[config.mk]
export PLATFORM = sky130hd
export DESIGN_NAME = multiset_bag_store
export DESIGN_NICKNAME = d
export VERILOG_FILES = /design/src/rtl/msbag_pkg.sv /design/src/rtl/multiset_bag_store.sv /design/src/rtl/msbag_ctrl.sv /design/src/rtl/msbag_dp.sv
export VERILOG_INCLUDE_DIRS = /design/src /design/src/rtl
export SDC_FILE = /design/constraint.sdc
export NUM_CORES = 1
export LEC_CHECK = 0
export ABC_CLOCK_PERIOD_IN_PS = 10600
export BUFFER_PORTS_ARGS = -buffer_cell sky130_fd_sc_hd__buf_4
export CORE_MARGIN = 10
export CORE_UTILIZATION = 50
export CTS_BUF_LIST = sky130_fd_sc_hd__clkbuf_4 sky130_fd_sc_hd__clkbuf_8
export DETAILED_ROUTE_END_ITERATION = 10
export GPL_ROUTABILITY_DRIVEN = 0
export PLACE_DENSITY = 0.65
export SYNTH_ARGS = -nofsm -noshare
export SYNTH_HDL_FRONTEND = slang
export SYNTH_HIERARCHICAL = 1
export SYNTH_SLANG_ARGS = --single-unit
[constraint.sdc]
create_clock -name clk -period 10.6 [get_ports clk]
set_clock_uncertainty 0.05 [all_clocks]
set_input_delay 2.12 -clock clk [delete_from_list [all_inputs] [get_ports clk]]
set_output_delay 2.12 -clock clk [all_outputs]
set_load 0.05 [all_outputs]
[src/rtl/multiset_bag_store_macros.svh]
// Assertion macros for the multiset bag store.
// Included by files that carry concurrent assertions; no other dependencies.
`ifndef MULTISET_BAG_STORE_MACROS_SVH
`define MULTISET_BAG_STORE_MACROS_SVH

`ifndef SYNTH
// Property that must hold at every clock edge outside reset.
`define MSB_ASSERT(label, clk, rstn, prop) \
  label: assert property (@(posedge clk) disable iff (!rstn) prop) \
    else $error("multiset_bag_store: assertion failed");
// Condition in one cycle implies a condition in the next.
`define MSB_ASSERT_NEXT(label, clk, rstn, ante, cons) \
  label: assert property (@(posedge clk) disable iff (!rstn) (ante) |=> (cons)) \
    else $error("multiset_bag_store: sequence assertion failed");
`else
`define MSB_ASSERT(label, clk, rstn, prop)
`define MSB_ASSERT_NEXT(label, clk, rstn, ante, cons)
`endif

`endif

[src/rtl/msbag_pkg.sv]
// Shared types and constants for the multiset bag store.
// Used by the controller, the datapath and the top level; no dependencies.
`timescale 1ns / 1ps

package msbag_pkg;

  localparam int CAPACITY   = 64;
  localparam int ITEM_WIDTH = 16;
  localparam int VALUE_W    = 16;                      // width of the value port
  localparam int SIZE_W     = 7;                       // width of count ports
  localparam int CNT_W      = $clog2(CAPACITY + 1);
  localparam int IDX_W      = (CAPACITY > 1) ? $clog2(CAPACITY) : 1;

  typedef enum logic [1:0] {
    CMD_ADD    = 2'd0,
    CMD_REMOVE = 2'd1,
    CMD_QUERY  = 2'd2,
    CMD_CLEAR  = 2'd3
  } cmd_t;

  typedef enum logic [2:0] {
    ST_IDLE,
    ST_DISPATCH,
    ST_SCAN,
    ST_LAST,
    ST_MOVE,
    ST_DONE
  } state_t;

  typedef struct packed {
    logic capture;
    logic add_wr;
    logic scan;
    logic fetch_last;
    logic move;
    logic clear;
    logic publish;
  } dp_cmd_t;

  typedef struct packed {
    cmd_t op;
    logic scan_done;
    logic hit;
    logic out_free;
  } dp_sts_t;

endpackage

[src/rtl/multiset_bag_store.sv]
// Multiset bag store: a fixed-capacity unordered collection of values.
// Usage:
//   Requests arrive on in_valid/in_stall with in_command (add, remove,
//   query, clear) and in_item_value. One request is in progress at a time;
//   in_stall is high from acceptance until the result is loaded.
//   Each request yields one result on out_valid/out_stall: out_accepted,
//   out_match_count, out_bag_size and out_bag_empty after the operation.
//   Add and clear need no scan. A query scans every stored entry; a remove
//   scans until its first match (or to the end on a miss). The scan walks
//   the entry memory one entry a cycle with one comparator. The next
//   request is taken the cycle after a result is loaded, so a request is
//   not taken before the one in progress is done.
//   Reset (rst_n low, synchronous) empties the store and drops any pending
//   result; entry contents are not cleared and need no sweep.
//   A stalled result holds in the output register; the next request can be
//   accepted and worked on meanwhile but waits to publish until it is taken.
// Depends on msbag_pkg, msbag_ctrl, msbag_dp and the assertion macro header.
`timescale 1ns / 1ps
`include "multiset_bag_store_macros.svh"

module multiset_bag_store (
  input  logic                          clk,
  input  logic                          rst_n,
  input  logic                          in_valid,
  output logic                          in_stall,
  input  logic [1:0]                    in_command,
  input  logic [msbag_pkg::VALUE_W-1:0] in_item_value,
  output logic                          out_valid,
  input  logic                          out_stall,
  output logic                          out_accepted,
  output logic [msbag_pkg::SIZE_W-1:0]  out_match_count,
  output logic [msbag_pkg::SIZE_W-1:0]  out_bag_size,
  output logic                          out_bag_empty
);
  import msbag_pkg::*;

  dp_cmd_t dp_cmd;
  dp_sts_t dp_sts;

  msbag_ctrl u_ctrl (
    .clk      (clk),
    .rst_n    (rst_n),
    .in_valid (in_valid),
    .in_stall (in_stall),
    .sts      (dp_sts),
    .cmd      (dp_cmd)
  );

  msbag_dp u_dp (
    .clk             (clk),
    .rst_n           (rst_n),
    .in_command      (in_command),
    .in_item_value   (in_item_value),
    .cmd             (dp_cmd),
    .sts             (dp_sts),
    .out_valid       (out_valid),
    .out_stall       (out_stall),
    .out_accepted    (out_accepted),
    .out_match_count (out_match_count),
    .out_bag_size    (out_bag_size),
    .out_bag_empty   (out_bag_empty)
  );

  `MSB_ASSERT(a_rise_from_publish, clk, rst_n, $rose(out_valid) |-> $past(dp_cmd.publish))
  `MSB_ASSERT_NEXT(a_busy_after_accept, clk, rst_n, in_valid && !in_stall, in_stall)
  `MSB_ASSERT(a_empty_matches_size, clk, rst_n, out_valid |-> (out_bag_empty == (out_bag_size == '0)))
  `MSB_ASSERT(a_count_implies_accept, clk, rst_n, (out_valid && out_match_count != '0) |-> out_accepted)

endmodule

[src/rtl/msbag_ctrl.sv]
// Sequencer for the multiset bag store: walks each request through its steps.
// Depends on msbag_pkg; drives the datapath through dp_cmd_t.
`timescale 1ns / 1ps

module msbag_ctrl (
  input  logic              clk,
  input  logic              rst_n,
  input  logic              in_valid,
  output logic              in_stall,
  input  msbag_pkg::dp_sts_t sts,
  output msbag_pkg::dp_cmd_t cmd
);
  import msbag_pkg::*;

  state_t state_r, state_nxt;

  always_comb begin
    state_nxt = state_r;
    unique case (state_r)
      ST_IDLE:     if (in_valid) state_nxt = ST_DISPATCH;
      ST_DISPATCH: begin
        unique case (sts.op)
          CMD_ADD, CMD_CLEAR:    state_nxt = ST_DONE;
          CMD_REMOVE, CMD_QUERY: state_nxt = ST_SCAN;
        endcase
      end
      ST_SCAN: begin
        if (sts.op == CMD_REMOVE && sts.hit) state_nxt = ST_LAST;
        else if (sts.scan_done)             state_nxt = ST_DONE;
      end
      ST_LAST:     state_nxt = ST_MOVE;
      ST_MOVE:     state_nxt = ST_DONE;
      ST_DONE:     if (sts.out_free) state_nxt = ST_IDLE;
      default:     state_nxt = ST_IDLE;
    endcase
  end

  always_comb begin
    cmd      = '0;
    in_stall = (state_r != ST_IDLE);
    unique case (state_r)
      ST_IDLE:     cmd.capture = in_valid;
      ST_DISPATCH: begin
        cmd.add_wr = (sts.op == CMD_ADD);
        cmd.clear  = (sts.op == CMD_CLEAR);
      end
      ST_SCAN:     cmd.scan       = 1'b1;
      ST_LAST:     cmd.fetch_last = 1'b1;
      ST_MOVE:     cmd.move       = 1'b1;
      ST_DONE:     cmd.publish    = sts.out_free;
      default:     cmd = '0;
    endcase
  end

  always_ff @(posedge clk) begin
    if (!rst_n) state_r <= ST_IDLE;
    else        state_r <= state_nxt;
  end

endmodule

[src/rtl/msbag_dp.sv]
// Datapath for the multiset bag store: entry memory, count, scan pipeline
// and result register. Depends on msbag_pkg; commanded by msbag_ctrl.
`timescale 1ns / 1ps

module msbag_dp (
  input  logic                            clk,
  input  logic                            rst_n,
  input  logic [1:0]                      in_command,
  input  logic [msbag_pkg::VALUE_W-1:0]   in_item_value,
  input  msbag_pkg::dp_cmd_t              cmd,
  output msbag_pkg::dp_sts_t              sts,
  output logic                            out_valid,
  input  logic                            out_stall,
  output logic                            out_accepted,
  output logic [msbag_pkg::SIZE_W-1:0]    out_match_count,
  output logic [msbag_pkg::SIZE_W-1:0]    out_bag_size,
  output logic                            out_bag_empty
);
  import msbag_pkg::*;

  logic [ITEM_WIDTH-1:0] mem [CAPACITY];

  cmd_t                  op_r,      op_nxt;
  logic [ITEM_WIDTH-1:0] val_r,     val_nxt;
  logic [CNT_W-1:0]      count_r,   count_nxt;
  logic [CNT_W-1:0]      idx_r,     idx_nxt;
  logic [CNT_W-1:0]      hits_r,    hits_nxt;
  logic [IDX_W-1:0]      hit_pos_r, hit_pos_nxt;
  logic [IDX_W-1:0]      rd_pos_r,  rd_pos_nxt;
  logic                  rd_vld_r,  rd_vld_nxt;
  logic                  acc_r,     acc_nxt;
  logic [ITEM_WIDTH-1:0] rdata_r;

  logic                  out_valid_r, out_valid_nxt;
  logic                  out_acc_r;
  logic [SIZE_W-1:0]     out_match_r, out_size_r;
  logic                  out_empty_r;

  logic                  full, eq, issue, wr_en;
  logic [IDX_W-1:0]      rd_addr, wr_addr, last_idx;
  logic [ITEM_WIDTH-1:0] wr_data;
  logic [CNT_W-1:0]      count_dec;

  always_comb begin
    full      = (count_r == CNT_W'(CAPACITY));
    eq        = rd_vld_r && (rdata_r == val_r);
    issue     = cmd.scan && (idx_r < count_r);
    count_dec = count_r - CNT_W'(1);
    last_idx  = count_dec[IDX_W-1:0];
    rd_addr   = cmd.fetch_last ? last_idx : idx_r[IDX_W-1:0];
    wr_en     = (cmd.add_wr && !full) || cmd.move;
    wr_addr   = cmd.move ? hit_pos_r : count_r[IDX_W-1:0];
    wr_data   = cmd.move ? rdata_r : val_r;
  end

  always_comb begin
    op_nxt      = op_r;
    val_nxt     = val_r;
    count_nxt   = count_r;
    idx_nxt     = idx_r;
    hits_nxt    = hits_r;
    hit_pos_nxt = hit_pos_r;
    acc_nxt     = acc_r;
    rd_vld_nxt  = issue;
    rd_pos_nxt  = idx_r[IDX_W-1:0];

    if (cmd.capture) begin
      op_nxt   = cmd_t'(in_command);
      val_nxt  = in_item_value[ITEM_WIDTH-1:0];
      idx_nxt  = '0;
      hits_nxt = '0;
      acc_nxt  = 1'b0;
    end
    if (cmd.add_wr) begin
      acc_nxt = !full;
      if (!full) count_nxt = count_r + CNT_W'(1);
    end
    if (cmd.clear) count_nxt = '0;
    if (cmd.scan) begin
      if (issue) idx_nxt = idx_r + CNT_W'(1);
      if (eq) begin
        hits_nxt = hits_r + CNT_W'(1);
        acc_nxt  = 1'b1;
        // keep the first match only
        if (hits_r == '0) hit_pos_nxt = rd_pos_r;
      end
    end
    if (cmd.move) count_nxt = count_dec;
  end

  always_comb begin
    out_valid_nxt = out_valid_r;
    if (cmd.publish)     out_valid_nxt = 1'b1;
    else if (!out_stall) out_valid_nxt = 1'b0;
  end

  always_ff @(posedge clk) begin
    if (wr_en) mem[wr_addr] <= wr_data;
    rdata_r <= mem[rd_addr];
  end

  always_ff @(posedge clk) begin
    if (!rst_n) begin
      count_r     <= '0;
      rd_vld_r    <= 1'b0;
      out_valid_r <= 1'b0;
    end else begin
      count_r     <= count_nxt;
      rd_vld_r    <= rd_vld_nxt;
      out_valid_r <= out_valid_nxt;
    end
  end

  always_ff @(posedge clk) begin
    op_r      <= op_nxt;
    val_r     <= val_nxt;
    idx_r     <= idx_nxt;
    hits_r    <= hits_nxt;
    hit_pos_r <= hit_pos_nxt;
    rd_pos_r  <= rd_pos_nxt;
    acc_r     <= acc_nxt;
    if (cmd.publish) begin
      out_acc_r   <= acc_r;
      out_match_r <= (op_r == CMD_QUERY) ? SIZE_W'(hits_r) : '0;
      out_size_r  <= SIZE_W'(count_r);
      out_empty_r <= (count_r == '0);
    end
  end

  always_comb begin
    sts.op        = op_r;
    sts.scan_done = (idx_r == count_r) && !rd_vld_r;
    sts.hit       = eq;
    sts.out_free  = !out_valid_r || !out_stall;
  end

  assign out_valid       = out_valid_r;
  assign out_accepted    = out_acc_r;
  assign out_match_count = out_match_r;
  assign out_bag_size    = out_size_r;
  assign out_bag_empty   = out_empty_r;

endmodule

==> run metrics <==
Worst slew margin=-4.82%; syn avg cell area=14.7 um2; Most used DFF post-synth=edfxtp_1; H-tree lvl count=4; # fillers=7173; Nets=3236; first-pass GRT wire length=186000 um; required time of the worst setup path=11.23 ns; warnings from Yosys=6; DP HPWL=73200 um; P_leak=0.0166 uW; hold buffers post-CTS=0; Cells after Synth=3074; crit path kind=reg -> reg; violation count after the first detailed-route iteration=3655; Setup crit start kind=flip-flop; clock root cell=clkbuf_8; Setup Fix Bufs, Post-CTS=0; EDFF count, synth=1064; worst hold path type=reg -> reg; CP Capture Type=flip-flop; final setup violation count=0; sequential-to-total area share from yosys stat=73.1%; Sequential Area=32900 um2; largest net degree at the start of global routing=169; final wirelength=128000 um; Seq cells post-synth=1113; CTS resizes=0; Die Y=320 um; area grow syn2layout=11.5%; vias in the first global route=27593; multi-input logic area=11100 um2; initial core utilization=50.2%; number of port buffers=39; worst-skew pair later-pin latency=0.86 ns; Worst EP arrival=6.68 ns; CTS Sinks=1113; RSZ-0062 raised after global routing=no; total number of vias=28707; Core ar.=89700 um2; DR pass1 iterations=6; total CTS buffers=177; drt drc=0; post-route setup TNS=0 ns; syn_nets=3111; grt ovf=0; clock slew at reported path FFs=0.06 ns; Max Slew Vio Count=2; critical path peak fanout=85; maximum vdd drop=0.124 mV; RR Startpoint=u_dp/count_r[0]$_SDFFE_PN0P_; fin crit share=57.1%; Setup crit start=u_dp/count_r[0]$_SDFFE_PN0P_; violated checks=capacitance limit, slew limit; share of layout cells above drive strength 1=16.1%; Antenna Nets Post-Route=0; outcome=finished with violations; die footprint=103000 um2; Cell variety after synth=68; initial antenna violation count=5; overall routing resource usage=24.6%; routed vias/inst=6.36; final hold vios=0; worst-margin pin slew=1.53 ns; Pwr per Cell Area=210 nW/um2; mapped cell area=45100 um2; min Tclk post-route=6.05 ns; TritonCTS clock tree=done; width of the die=320 um; row count=110; Design Power=10600 uW; Fmax=165 MHz; CTS Buffer Depth=3; IO Pins=40; max_cap viols=1; Synth async-reset ratio=0%; Hold Worst Slack=0.358 ns; Worst Hold Launch=u_dp/rd_pos_r[4]$_DFF_P_; Avg WL per Cell=28.3 um
[metrics by stage]
stage / area [um2] / cells / util [%] / setup WS [ns]
6_report: 50200 / 4516 / 56.0 / 4.55
5_1_grt: 50200 / 4514 / 56.0 / 4.40
4_1_cts: 50200 / 4513 / 56.0 / 4.82
3_5_place_dp: 46800 / 4196 / 52.2 / 4.82
3_3_place_gp: 46800 / 4196 / 52.2 / 4.82
2_1_floorplan: 45100 / 3074 / - / 6.70
[worst max-delay path, cell delays in order, from the launching register on]
cell	delay (ns)
dfxtp_1	0.87
inv_1	0.59
ha_1	0.83
a21oi_4	0.63
buf_12	0.41
mux4_2	0.59
nand2_1	0.09
a21oi_1	0.17
a2111oi_0	1.31
o21ai_1	0.14
[layout make-up]
| cell class | count | share of cell area [%] |
|---|---|---|
| inverters | 22 | 0.164 |
| diodes | 3 | 0.0149 |
| clock buffers | 256 | 6.06 |
| well taps | 1176 | 2.93 |
| repair buffers | 155 | 2.42 |
| multi-input cells | 1730 | 22.1 |
| flip-flops and latches | 1113 | 65.6 |
| clock inverters | 61 | 0.732 |
[flip-flops by register name, summed over array words and instances (netlist names)]
| name | count |
|---|---|
| u_ctrl/state_r | 3 |
| u_dp/idx_r | 7 |
| u_dp/hits_r | 7 |
| u_dp/out_bag_empty | 1 |
| u_dp/mem | 1024 |
| u_dp/op_r | 2 |
| u_dp/acc_r | 1 |
| u_dp/out_accepted | 1 |
| u_dp/rdata_r | 16 |
| u_dp/count_r | 7 |
| u_dp/val_r | 16 |
| u_dp/out_bag_size | 7 |
| u_dp/hit_pos_r | 6 |
| u_dp/rd_vld_r | 1 |
| u_dp/out_valid | 1 |
| u_dp/rd_pos_r | 6 |
| u_dp/out_match_count | 7 |
[logic make-up after synthesis]
family | Yosys count | share of synthesized area (%)
muxes | 112 | 4.31
buffers and inverters | 231 | 2.46
and+or+nand+nor | 1029 | 10.5
DFF | 1113 | 73.1
adders and majority gates | 15 | 0.416
AOI/OAI and AO/OA | 552 | 8.80
xor gates and xnor gates | 22 | 0.428
[path summary, 6_finish.rpt]
path	end	slack [ns]	cells after the start
min reg2reg	u_dp/hit_pos_r[4]$_DFFE_PP_	0.36	0
max	u_dp/rdata_r[6]$_DFF_P_	4.55	9
max reg2reg	u_dp/rdata_r[6]$_DFF_P_	4.55	9
min	u_dp/hit_pos_r[4]$_DFFE_PP_	0.36	0
[where the power goes]
part | switching (uW) | internal (uW) | total, uW
registers | 132 | 5180 | 5310
clock network | 1670 | 1870 | 3540
logic | 1240 | 480 | 1720
[synthesized netlist by cell type, types with 7 or more instances]
master    count  area share [%]
nor2b_1      10            0.14
buf_6         8            0.20
a211o_1      13            0.25
inv_1        22            0.18
a31oi_1      63            0.87
ha_1         15            0.42
buf_2       100             1.1
buf_1        21            0.17
mux4_2       64             3.2
mux2_2       18            0.45
nand3_1      76            0.84
nand2b_1     17            0.24
nand4_1      28            0.39
nor4_1       13            0.18
and2_1       13            0.18
nand2_1     528             4.4
dfxtp_1      49             2.2
a211oi_1    143             2.4
o22ai_1      22            0.31
and3_1      150             2.1
mux2i_1      30            0.67
a311oi_1     95             1.8
nor2_1      112            0.93
xnor2_1      22            0.43
a22oi_1       7            0.12
a22o_1       10            0.19
or3_1        11            0.15
a32oi_1      19            0.37
clkbuf_1     64            0.53
o21ai_0      43            0.48
buf_4        15            0.25
a21oi_1      76            0.84
nor3_1       45            0.50
edfxtp_1   1064              71
[layout by cell type (no fill, tap or decap), drive strengths merged, types with 5 or more instances in the layout]
cell,n
a32oi,19
edfxtp,1064
nand3,76
nand2b,17
nand2,529
clkbuf,256
or4,6
mux4,64
a22o,10
nor2,113
inv,29
nor4,13
o31ai,5
buf,155
o21a,5
a31oi,63
o22ai,22
o211ai,5
nor3b,5
clkinv,53
xnor2,22
ha,15
or3,12
a22oi,7
nor3,45
a311oi,98
and3,150
a2111oi,6
a211o,13
dfxtp,49
mux2i,30
a21oi,76
and4,5
nor2b,10
a211oi,143
nand4,28
o21ai,49
mux2,18
and2,13
[per-layer routing]
metal  track usage [%]  routed length, um  vias up
met2              37.2              58300     1738
met3              6.71              14800      313
met5                 0                 35        -
met4              13.0               6400        6
met1              32.2              48500    14385
li1                  -                  -    12265
(Power assumes the default switching activity.)
